<file path="src/cgi_pkg.sv">
package cgi_pkg;

  // Run length limit and field widths.
  localparam int unsigned MaxPoints = 64;
  localparam int unsigned CountW    = 7;
  localparam int unsigned PixW      = 24;
  localparam int unsigned ChanW     = 8;
  localparam int unsigned NumChan   = 3;

  // Internal widths: end distance D, D squared, partial sums, numerator, remainder.
  localparam int unsigned DW        = $clog2(MaxPoints);
  localparam int unsigned DsqW      = 2 * DW;
  localparam int unsigned AW        = 17;
  localparam int unsigned NumW      = 23;
  localparam int unsigned RemW      = 20;
  localparam int unsigned DivStages = ChanW / 2;

  localparam logic [ChanW-1:0] ChanMax = 8'd255;

  typedef logic [ChanW-1:0]        chan_t;
  typedef logic signed [ChanW:0]   delta_t;
  typedef logic signed [AW-1:0]    part_t;
  typedef logic signed [NumW-1:0]  num_t;
  typedef logic [RemW-1:0]         rem_t;
  typedef logic [DsqW-1:0]         dsq_t;
  typedef logic [DW-1:0]           pos_t;

  // Channel c of a packed BGR pixel.
  function automatic chan_t chan_of(input logic [PixW-1:0] px, input int unsigned c);
    return px[c*ChanW +: ChanW];
  endfunction

endpackage

</file>
<file path="src/cgi_if.sv">
interface cgi_req_if;
  logic                          valid;
  logic                          ready;
  logic                          four_point;
  logic [cgi_pkg::CountW-1:0]    count;
  logic [cgi_pkg::PixW-1:0]      pixel_a;
  logic [cgi_pkg::PixW-1:0]      pixel_b;
  logic [cgi_pkg::PixW-1:0]      pixel_c;
  logic [cgi_pkg::PixW-1:0]      pixel_d;

  modport source (output valid, four_point, count, pixel_a, pixel_b, pixel_c, pixel_d,
                  input ready);
  modport sink   (input valid, four_point, count, pixel_a, pixel_b, pixel_c, pixel_d,
                  output ready);
endinterface

interface cgi_pix_if;
  logic                          valid;
  logic                          ready;
  logic [cgi_pkg::ChanW-1:0]     blue;
  logic [cgi_pkg::ChanW-1:0]     green;
  logic [cgi_pkg::ChanW-1:0]     red;
  logic                          last;

  modport source (output valid, blue, green, red, last, input ready);
  modport sink   (input valid, blue, green, red, last, output ready);
endinterface

</file>
<file path="src/color_gradient_interpolator_core.sv">
// A request transfer loads the sequencer; each pixel then passes stage 1, stage 2,
// the clamp register, the divider stages and the output register. Throughput: one
// pixel per cycle unless the output stalls; no request is taken while a run is walked.
// The divide by D squared is a restoring divider of two quotient bits per stage.
// Reset (asynchronous, active low) clears the run-active flag and all valid bits.
module color_gradient_interpolator_core (
  input  logic     clk_i,
  input  logic     rst_ni,
  cgi_req_if.sink  req_i,
  cgi_pix_if.source pix_o
);
  import cgi_pkg::*;

  // Global advance: the whole pipeline moves when the output register can take data.
  logic en;
  logic out_valid_q;
  assign en = !out_valid_q || pix_o.ready;

  // Run sequencer registers.
  logic   active_q;
  pos_t   d_q, j_q;
  chan_t  lv_q [NumChan];
  chan_t  rv_q [NumChan];
  delta_t dl_q [NumChan];
  delta_t dr_q [NumChan];

  logic                accept;
  logic [CountW-1:0]   n_sat;
  assign req_i.ready = !active_q;
  assign accept      = req_i.valid && !active_q;
  assign n_sat = (req_i.count > CountW'(MaxPoints)) ? CountW'(MaxPoints) : req_i.count;

  // Latch the end colors and slopes of a request and walk its positions.
  always_ff @(posedge clk_i or negedge rst_ni) begin
    if (!rst_ni) begin
      active_q <= 1'b0;
    end else if (accept) begin
      active_q <= (n_sat != '0);
    end else if (active_q && en && (j_q == d_q)) begin
      active_q <= 1'b0;
    end
  end

  always_ff @(posedge clk_i) begin
    if (accept) begin
      d_q <= DW'(n_sat - CountW'(1));
      j_q <= '0;
      for (int c = 0; c < NumChan; c++) begin
        if (req_i.four_point) begin
          lv_q[c] <= chan_of(req_i.pixel_b, c);
          rv_q[c] <= chan_of(req_i.pixel_c, c);
          dl_q[c] <= $signed({1'b0, chan_of(req_i.pixel_b, c)})
                   - $signed({1'b0, chan_of(req_i.pixel_a, c)});
          dr_q[c] <= $signed({1'b0, chan_of(req_i.pixel_c, c)})
                   - $signed({1'b0, chan_of(req_i.pixel_d, c)});
        end else begin
          lv_q[c] <= chan_of(req_i.pixel_a, c);
          rv_q[c] <= chan_of(req_i.pixel_b, c);
          dl_q[c] <= '0;
          dr_q[c] <= '0;
        end
      end
    end else if (active_q && en) begin
      j_q <= j_q + DW'(1);
    end
  end

  // Stage 1: end terms L*D + dl*j and R*D + dr*(D-j).
  logic  v1_q;
  part_t a1_q [NumChan];
  part_t b1_q [NumChan];
  pos_t  dj1_q, j1_q;
  dsq_t  dsq1_q;
  logic  last1_q;

  pos_t  dm;
  part_t a_d [NumChan];
  part_t b_d [NumChan];
  assign dm = d_q - j_q;

  always_comb begin
    for (int c = 0; c < NumChan; c++) begin
      if (d_q == '0) begin
        a_d[c] = AW'($signed({1'b0, lv_q[c]}));
        b_d[c] = '0;
      end else begin
        a_d[c] = AW'($signed({1'b0, lv_q[c]})) * AW'($signed({1'b0, d_q}))
               + AW'(dl_q[c]) * AW'($signed({1'b0, j_q}));
        b_d[c] = AW'($signed({1'b0, rv_q[c]})) * AW'($signed({1'b0, d_q}))
               + AW'(dr_q[c]) * AW'($signed({1'b0, dm}));
      end
    end
  end

  always_ff @(posedge clk_i or negedge rst_ni) begin
    if (!rst_ni) begin
      v1_q <= 1'b0;
    end else if (en) begin
      v1_q <= active_q;
    end
  end

  always_ff @(posedge clk_i) begin
    if (en) begin
      a1_q    <= a_d;
      b1_q    <= b_d;
      dj1_q   <= (d_q == '0) ? DW'(1) : dm;
      j1_q    <= j_q;
      dsq1_q  <= (d_q == '0) ? DsqW'(1) : DsqW'(d_q * d_q);
      last1_q <= (j_q == d_q);
    end
  end

  // Stage 2: numerator a*(D-j) + b*j.
  logic v2_q;
  num_t num2_q [NumChan];
  dsq_t dsq2_q;
  logic last2_q;

  always_ff @(posedge clk_i or negedge rst_ni) begin
    if (!rst_ni) begin
      v2_q <= 1'b0;
    end else if (en) begin
      v2_q <= v1_q;
    end
  end

  always_ff @(posedge clk_i) begin
    if (en) begin
      for (int c = 0; c < NumChan; c++) begin
        num2_q[c] <= NumW'(a1_q[c]) * NumW'($signed({1'b0, dj1_q}))
                   + NumW'(b1_q[c]) * NumW'($signed({1'b0, j1_q}));
      end
      dsq2_q  <= dsq1_q;
      last2_q <= last1_q;
    end
  end

  // Stage 3 and divider stages. Index 0 holds the clamp decision; index s+1 the
  // result of divider stage s. A clamped value enters with a zero remainder.
  logic  vs_q    [DivStages+1];
  rem_t  rs_q    [DivStages+1][NumChan];
  chan_t qs_q    [DivStages+1][NumChan];
  dsq_t  dsqs_q  [DivStages+1];
  logic  lasts_q [DivStages+1];

  rem_t  rs_d [DivStages+1][NumChan];
  chan_t qs_d [DivStages+1][NumChan];

  always_comb begin
    rem_t t;
    rem_t r;
    chan_t q;
    for (int c = 0; c < NumChan; c++) begin
      if (num2_q[c] < 0) begin
        rs_d[0][c] = '0;
        qs_d[0][c] = '0;
      end else if (num2_q[c][NumW-2:0] >= (NumW-1)'({dsq2_q, 8'b0})) begin
        rs_d[0][c] = '0;
        qs_d[0][c] = ChanMax;
      end else begin
        rs_d[0][c] = num2_q[c][RemW-1:0];
        qs_d[0][c] = '0;
      end
    end
    for (int s = 0; s < DivStages; s++) begin
      for (int c = 0; c < NumChan; c++) begin
        r = rs_q[s][c];
        q = qs_q[s][c];
        for (int k = 0; k < 2; k++) begin
          t = RemW'(dsqs_q[s]) << (ChanW - 1 - 2 * s - k);
          if (r >= t) begin
            r = r - t;
            q[ChanW - 1 - 2 * s - k] = 1'b1;
          end
        end
        rs_d[s+1][c] = r;
        qs_d[s+1][c] = q;
      end
    end
  end

  always_ff @(posedge clk_i or negedge rst_ni) begin
    if (!rst_ni) begin
      for (int s = 0; s <= DivStages; s++) vs_q[s] <= 1'b0;
    end else if (en) begin
      vs_q[0] <= v2_q;
      for (int s = 1; s <= DivStages; s++) vs_q[s] <= vs_q[s-1];
    end
  end

  always_ff @(posedge clk_i) begin
    if (en) begin
      rs_q       <= rs_d;
      qs_q       <= qs_d;
      dsqs_q[0]  <= dsq2_q;
      lasts_q[0] <= last2_q;
      for (int s = 1; s <= DivStages; s++) begin
        dsqs_q[s]  <= dsqs_q[s-1];
        lasts_q[s] <= lasts_q[s-1];
      end
    end
  end

  // Output register: holds a finished pixel until its transfer.
  chan_t out_q [NumChan];
  logic  out_last_q;

  always_ff @(posedge clk_i or negedge rst_ni) begin
    if (!rst_ni) begin
      out_valid_q <= 1'b0;
    end else if (en) begin
      out_valid_q <= vs_q[DivStages];
    end
  end

  always_ff @(posedge clk_i) begin
    if (en) begin
      out_q      <= qs_q[DivStages];
      out_last_q <= lasts_q[DivStages];
    end
  end

  assign pix_o.valid = out_valid_q;
  assign pix_o.blue  = out_q[0];
  assign pix_o.green = out_q[1];
  assign pix_o.red   = out_q[2];
  assign pix_o.last  = out_last_q;

endmodule

</file>
<file path="src/flat_wrapper.sv">
// flat-port wrapper written by rule: the top's interface ports become plain ports
module color_gradient_interpolator_core_flat import cgi_pkg::*;
  (clk_i, rst_ni, req_i_valid, req_i_four_point, req_i_count, req_i_pixel_a, req_i_pixel_b, req_i_pixel_c, req_i_pixel_d, req_i_ready, pix_o_valid, pix_o_blue, pix_o_green, pix_o_red, pix_o_last, pix_o_ready);
  cgi_req_if req_i_i ();
  cgi_pix_if pix_o_i ();
  input  logic clk_i;
  input  logic rst_ni;
  input wire logic [$bits(req_i_i.valid)-1:0] req_i_valid;
  input wire logic [$bits(req_i_i.four_point)-1:0] req_i_four_point;
  input wire logic [$bits(req_i_i.count)-1:0] req_i_count;
  input wire logic [$bits(req_i_i.pixel_a)-1:0] req_i_pixel_a;
  input wire logic [$bits(req_i_i.pixel_b)-1:0] req_i_pixel_b;
  input wire logic [$bits(req_i_i.pixel_c)-1:0] req_i_pixel_c;
  input wire logic [$bits(req_i_i.pixel_d)-1:0] req_i_pixel_d;
  output wire logic [$bits(req_i_i.ready)-1:0] req_i_ready;
  output wire logic [$bits(pix_o_i.valid)-1:0] pix_o_valid;
  output wire logic [$bits(pix_o_i.blue)-1:0] pix_o_blue;
  output wire logic [$bits(pix_o_i.green)-1:0] pix_o_green;
  output wire logic [$bits(pix_o_i.red)-1:0] pix_o_red;
  output wire logic [$bits(pix_o_i.last)-1:0] pix_o_last;
  input wire logic [$bits(pix_o_i.ready)-1:0] pix_o_ready;
  assign req_i_i.valid = req_i_valid;
  assign req_i_i.four_point = req_i_four_point;
  assign req_i_i.count = req_i_count;
  assign req_i_i.pixel_a = req_i_pixel_a;
  assign req_i_i.pixel_b = req_i_pixel_b;
  assign req_i_i.pixel_c = req_i_pixel_c;
  assign req_i_i.pixel_d = req_i_pixel_d;
  assign req_i_ready = req_i_i.ready;
  assign pix_o_valid = pix_o_i.valid;
  assign pix_o_blue = pix_o_i.blue;
  assign pix_o_green = pix_o_i.green;
  assign pix_o_red = pix_o_i.red;
  assign pix_o_last = pix_o_i.last;
  assign pix_o_i.ready = pix_o_ready;
  color_gradient_interpolator_core u_core (.clk_i(clk_i), .rst_ni(rst_ni), .req_i(req_i_i), .pix_o(pix_o_i));
endmodule
</file>
<file path="config.mk">
export PLATFORM = sky130hd
export DESIGN_NAME = color_gradient_interpolator_core_flat
export DESIGN_NICKNAME = d
export VERILOG_FILES = /design/src/cgi_pkg.sv /design/src/cgi_if.sv /design/src/color_gradient_interpolator_core.sv /design/src/flat_wrapper.sv
export SDC_FILE = /design/constraint.sdc
export NUM_CORES = 2
export LEC_CHECK = 0
export BUFFER_PORTS_ARGS = -buffer_cell sky130_fd_sc_hd__buf_2
export CORE_UTILIZATION = 50
export DETAILED_ROUTE_END_ITERATION = 6
export GPL_TIMING_DRIVEN = 0
export PLACE_DENSITY = 0.66
export SLEW_MARGIN = 30
export SYNTH_ARGS = -nofsm -noshare
export SYNTH_HDL_FRONTEND = slang
export SYNTH_SLANG_ARGS = --single-unit
</file>
<file path="constraint.sdc">
create_clock -name clk_i -period 24.8 [get_ports clk_i]
set_clock_uncertainty 0.1 [all_clocks]
set_input_delay 1.24 -clock clk_i [delete_from_list [all_inputs] [get_ports clk_i]]
set_output_delay 1.24 -clock clk_i [all_outputs]
set_load 0.005 [all_outputs]
</file>
==> results.md <==
- I/O Buffers: between 100 and 150
- Final instance area: 96500 µm²
- Worst r2r src: u_core.d_q[0]
- Nets@finish: 11500
- Site row count: 154
- Clock-pin transition on the worst setup and hold timing paths: 0.07 ns
- Worst Path Required: 25.13 ns
- Post-CTS setup buffer count: 0
- Area leader, netlist: edfxtp_1
- Total grt overflow: 0
- Met3 WL: 10700 µm
- Drt wl/cell: 20.6 µm
- Post-DP Area: 93300 µm²
- Diode count: 0
- Start point of the critical path: u_core.d_q[0]
- Worst Max-Slew Pin Slew: 0.994 ns
- Metal2 WL: between 100000 and 150000 µm
- Synth top cells by count: inv_1, ha_1, fa_1, and2_1, nand2_1
- Die area: ~180000 µm²
- Layout area overhead: 8.10%
- Antenna viol nets, final: 0
- Setup crit start kind: register
- Fin crit share: between 30% and 40%
- CTS Buf Count: approximately 90
- Top layer reached by signal wires: met5
- # hold bufs at CTS: 0
- Share of cells above drive strength 1: about 5.6%
- Dominant cells by area after synthesis: edfxtp_1, fa_1, ha_1
- Max frequency: 109 MHz
- EDFF count, synth: approximately 680
- # DRC: 0
- Critical path arrival: 9.51 ns
- Final WL: 244000 µm
- Initial drt markers: 4228
- Drt via density: 5.47
- Outcome: finished, final reports clean
- Maximum single-stage delay on the critical path: 0.75 ns
- Pins Over Slew Limit: 0
- Async S/R FF share, synth: 1.26%
- Initial antenna violation count: 4
- Final Util: ~55%
- CTS sink cnt: roughly 720
- Critical path's slowest cell: a211oi_2
- Number of max-cap violations: 0
- Top Family by Delay on Critical Path: adder cells
- Post-synthesis sequential area ratio: approximately a quarter
- Synth warn: 0
- GR Util All Layers: 27.5%
- Via count: 64900
- Number of synthesized register bits: 716
- CTS tree: yes
- Inst Count DP: 11700
- Final HPWL DP: 205000 µm
- DRT met1 WL: 94700 µm
- RSZ-0062 raised after global routing: false
- Fin cells: 11900
- FF+latch area: 21200 µm²
- Worst skew pair latency: 0.73 ns
- Syn Area/Cell: 9.70 µm²
- Cts repair resizes: 0
- Final Hold Vio Count: 0
- Final setup fails: 0
- Core Area: 177000 µm²
- Routability Congestion: 0.977
- Die X: between 400 and 500 µm
- Area used by multi-input combinational logic: approximately 62000 µm²
- Die Span Y: 425 µm
- Synthesized netlist cell count: 9202
- Crit path capture type: register
- Post-synth top flop: edfxtp_1
- Count leader, synth: inv_1
- I/O Pins: 135
- DRT Pass-1 Iters: 7
- Vias in the first global route: 67700
- Setup Total Neg Slack: 0 ns
- Post-Syn Area: 89300 µm²
- Synth Net Count: 11300
- CP Buf/Inv Count: 6
- Initial Utilization: between 50 and 60%
- Number of H-tree levels: 3
- Top cell type's share of synthesized area: 23.0%
- Clock tree root buffer cell: clkbuf_16
- Largest net degree at the start of global routing: 52
- Worst hold-check path type: input port to async pin
- Bufs on Longest Clock Path: 3
- Fill cells: 15700
- Post-route minimum period: 9.18 ns
- CP Class: register to register
- Synth cell types: about 110
- CP max FO: 10
- First-pass GRT wire length: 381000 µm
- Slew HR: 33.7%
routing by layer:
metal  track usage, %  vias to the layer above
met5                0                        -
met1             31.6                    31600
met2             49.6                     1783
met3             2.92                      567
met4             15.4                        2
li1                 -                    30900
worst reg2reg max path, delay by kind of cell, from the launching register on:
| family | cells | cell delay (ns) |
|---|---|---|
| AO/OA/AOI/OAI | 8 | 2.39 |
| buffers and inverters | 6 | 1.65 |
| XOR/XNOR | 2 | 1.08 |
| AND/OR/NAND/NOR | 4 | 0.43 |
| flip-flops | 1 | 0.32 |
| adder cells (fa/ha/maj) | 8 | 2.89 |
cell usage in the layout, fill, tap and decap left out, drive strengths merged, types with 50 or more instances in the layout:
master | Yosys | layout
o21ai | 323 | 323
and2 | 946 | 946
a21oi | 413 | 413
fa | 978 | 978
nor2 | 462 | 462
o21a | 55 | 55
clkbuf | 189 | 293
buf | 22 | 173
nor2b | 97 | 97
edfxtp | 683 | 683
a21o | 163 | 163
nand3 | 114 | 114
xnor2 | 342 | 342
nor3 | 121 | 121
mux2 | 116 | 116
xor2 | 185 | 185
inv | 1403 | 1413
nand2 | 747 | 747
ha | 1017 | 1017
nand2b | 122 | 122
or3 | 50 | 50
metrics by stage:
step,setup slack (ns),hold WS (ns)
2_1_floorplan,4.79,0.300
3_3_place_gp,-5.58,0.300
3_5_place_dp,15.77,0.305
4_1_cts,15.70,0.199
5_1_grt,15.31,0.223
6_report,15.62,0.238
state kept, by name (all words and copies together) (netlist names), 6 cells and up:
name,count
u_core.rs_q,240
u_core.num2_q,69
u_core.a1_q,51
u_core.b1_q,51
u_core.dsqs_q,44
u_core.qs_d,36
u_core.qs_q,36
u_core.dl_q,27
u_core.dr_q,27
u_core.lv_q,24
u_core.rv_q,24
u_core.dsq1_q,11
u_core.dsq2_q,11
u_core.pix_o.blue,8
u_core.pix_o.green,8
u_core.pix_o.red,8
u_core.d_q,6
u_core.dj1_q,6
u_core.j1_q,6
u_core.j_q,6
final timing paths:
path | end | slack (ns) | cells past startpoint
setup / recovery | u_core.b1_q[33] | 15.62 | 28
hold / removal | u_core.pix_o.valid | 0.24 | 1
setup reg to reg | u_core.b1_q[33] | 15.62 | 28
hold reg to reg | u_core.dsq2_q[10] | 0.30 | 0
max in group asynchronous | u_core.vs_q[2] | 24.16 | 1
min in group clk_i | u_core.dsq2_q[10] | 0.30 | 0
final cells by class:
cell class | instances | area share (%)
Multi-Input combinational cell | 6871 | 64.2
Sequential cell | 716 | 22.0
Inverter | 1404 | 5.46
Tap cell | 2340 | 3.03
Clock buffer | 104 | 2.43
Timing Repair Buffer | 151 | 1.11
Buffer | 211 | 0.881
Clock inverter | 63 | 0.879
cell families (layout without fill, tap and decap cells):
| logic type | Yosys count | in the layout | synth area share, % |
|---|---|---|---|
| muxes | 142 | 142 | 1.78 |
| buffers and inverters | 1615 | 1933 | 6.84 |
| adders and majority gates | 1995 | 1995 | 36.2 |
| AOI/OAI and AO/OA | 1330 | 1330 | 9.54 |
| and+or+nand+nor | 2877 | 2877 | 16.7 |
| xor gates and xnor gates | 527 | 527 | 5.17 |
| DFF | 716 | 716 | 23.8 |
Power is left out: the tool's default activity adds up to more than one toggle a clock period on the data nets, which glitch-free logic cannot reach.
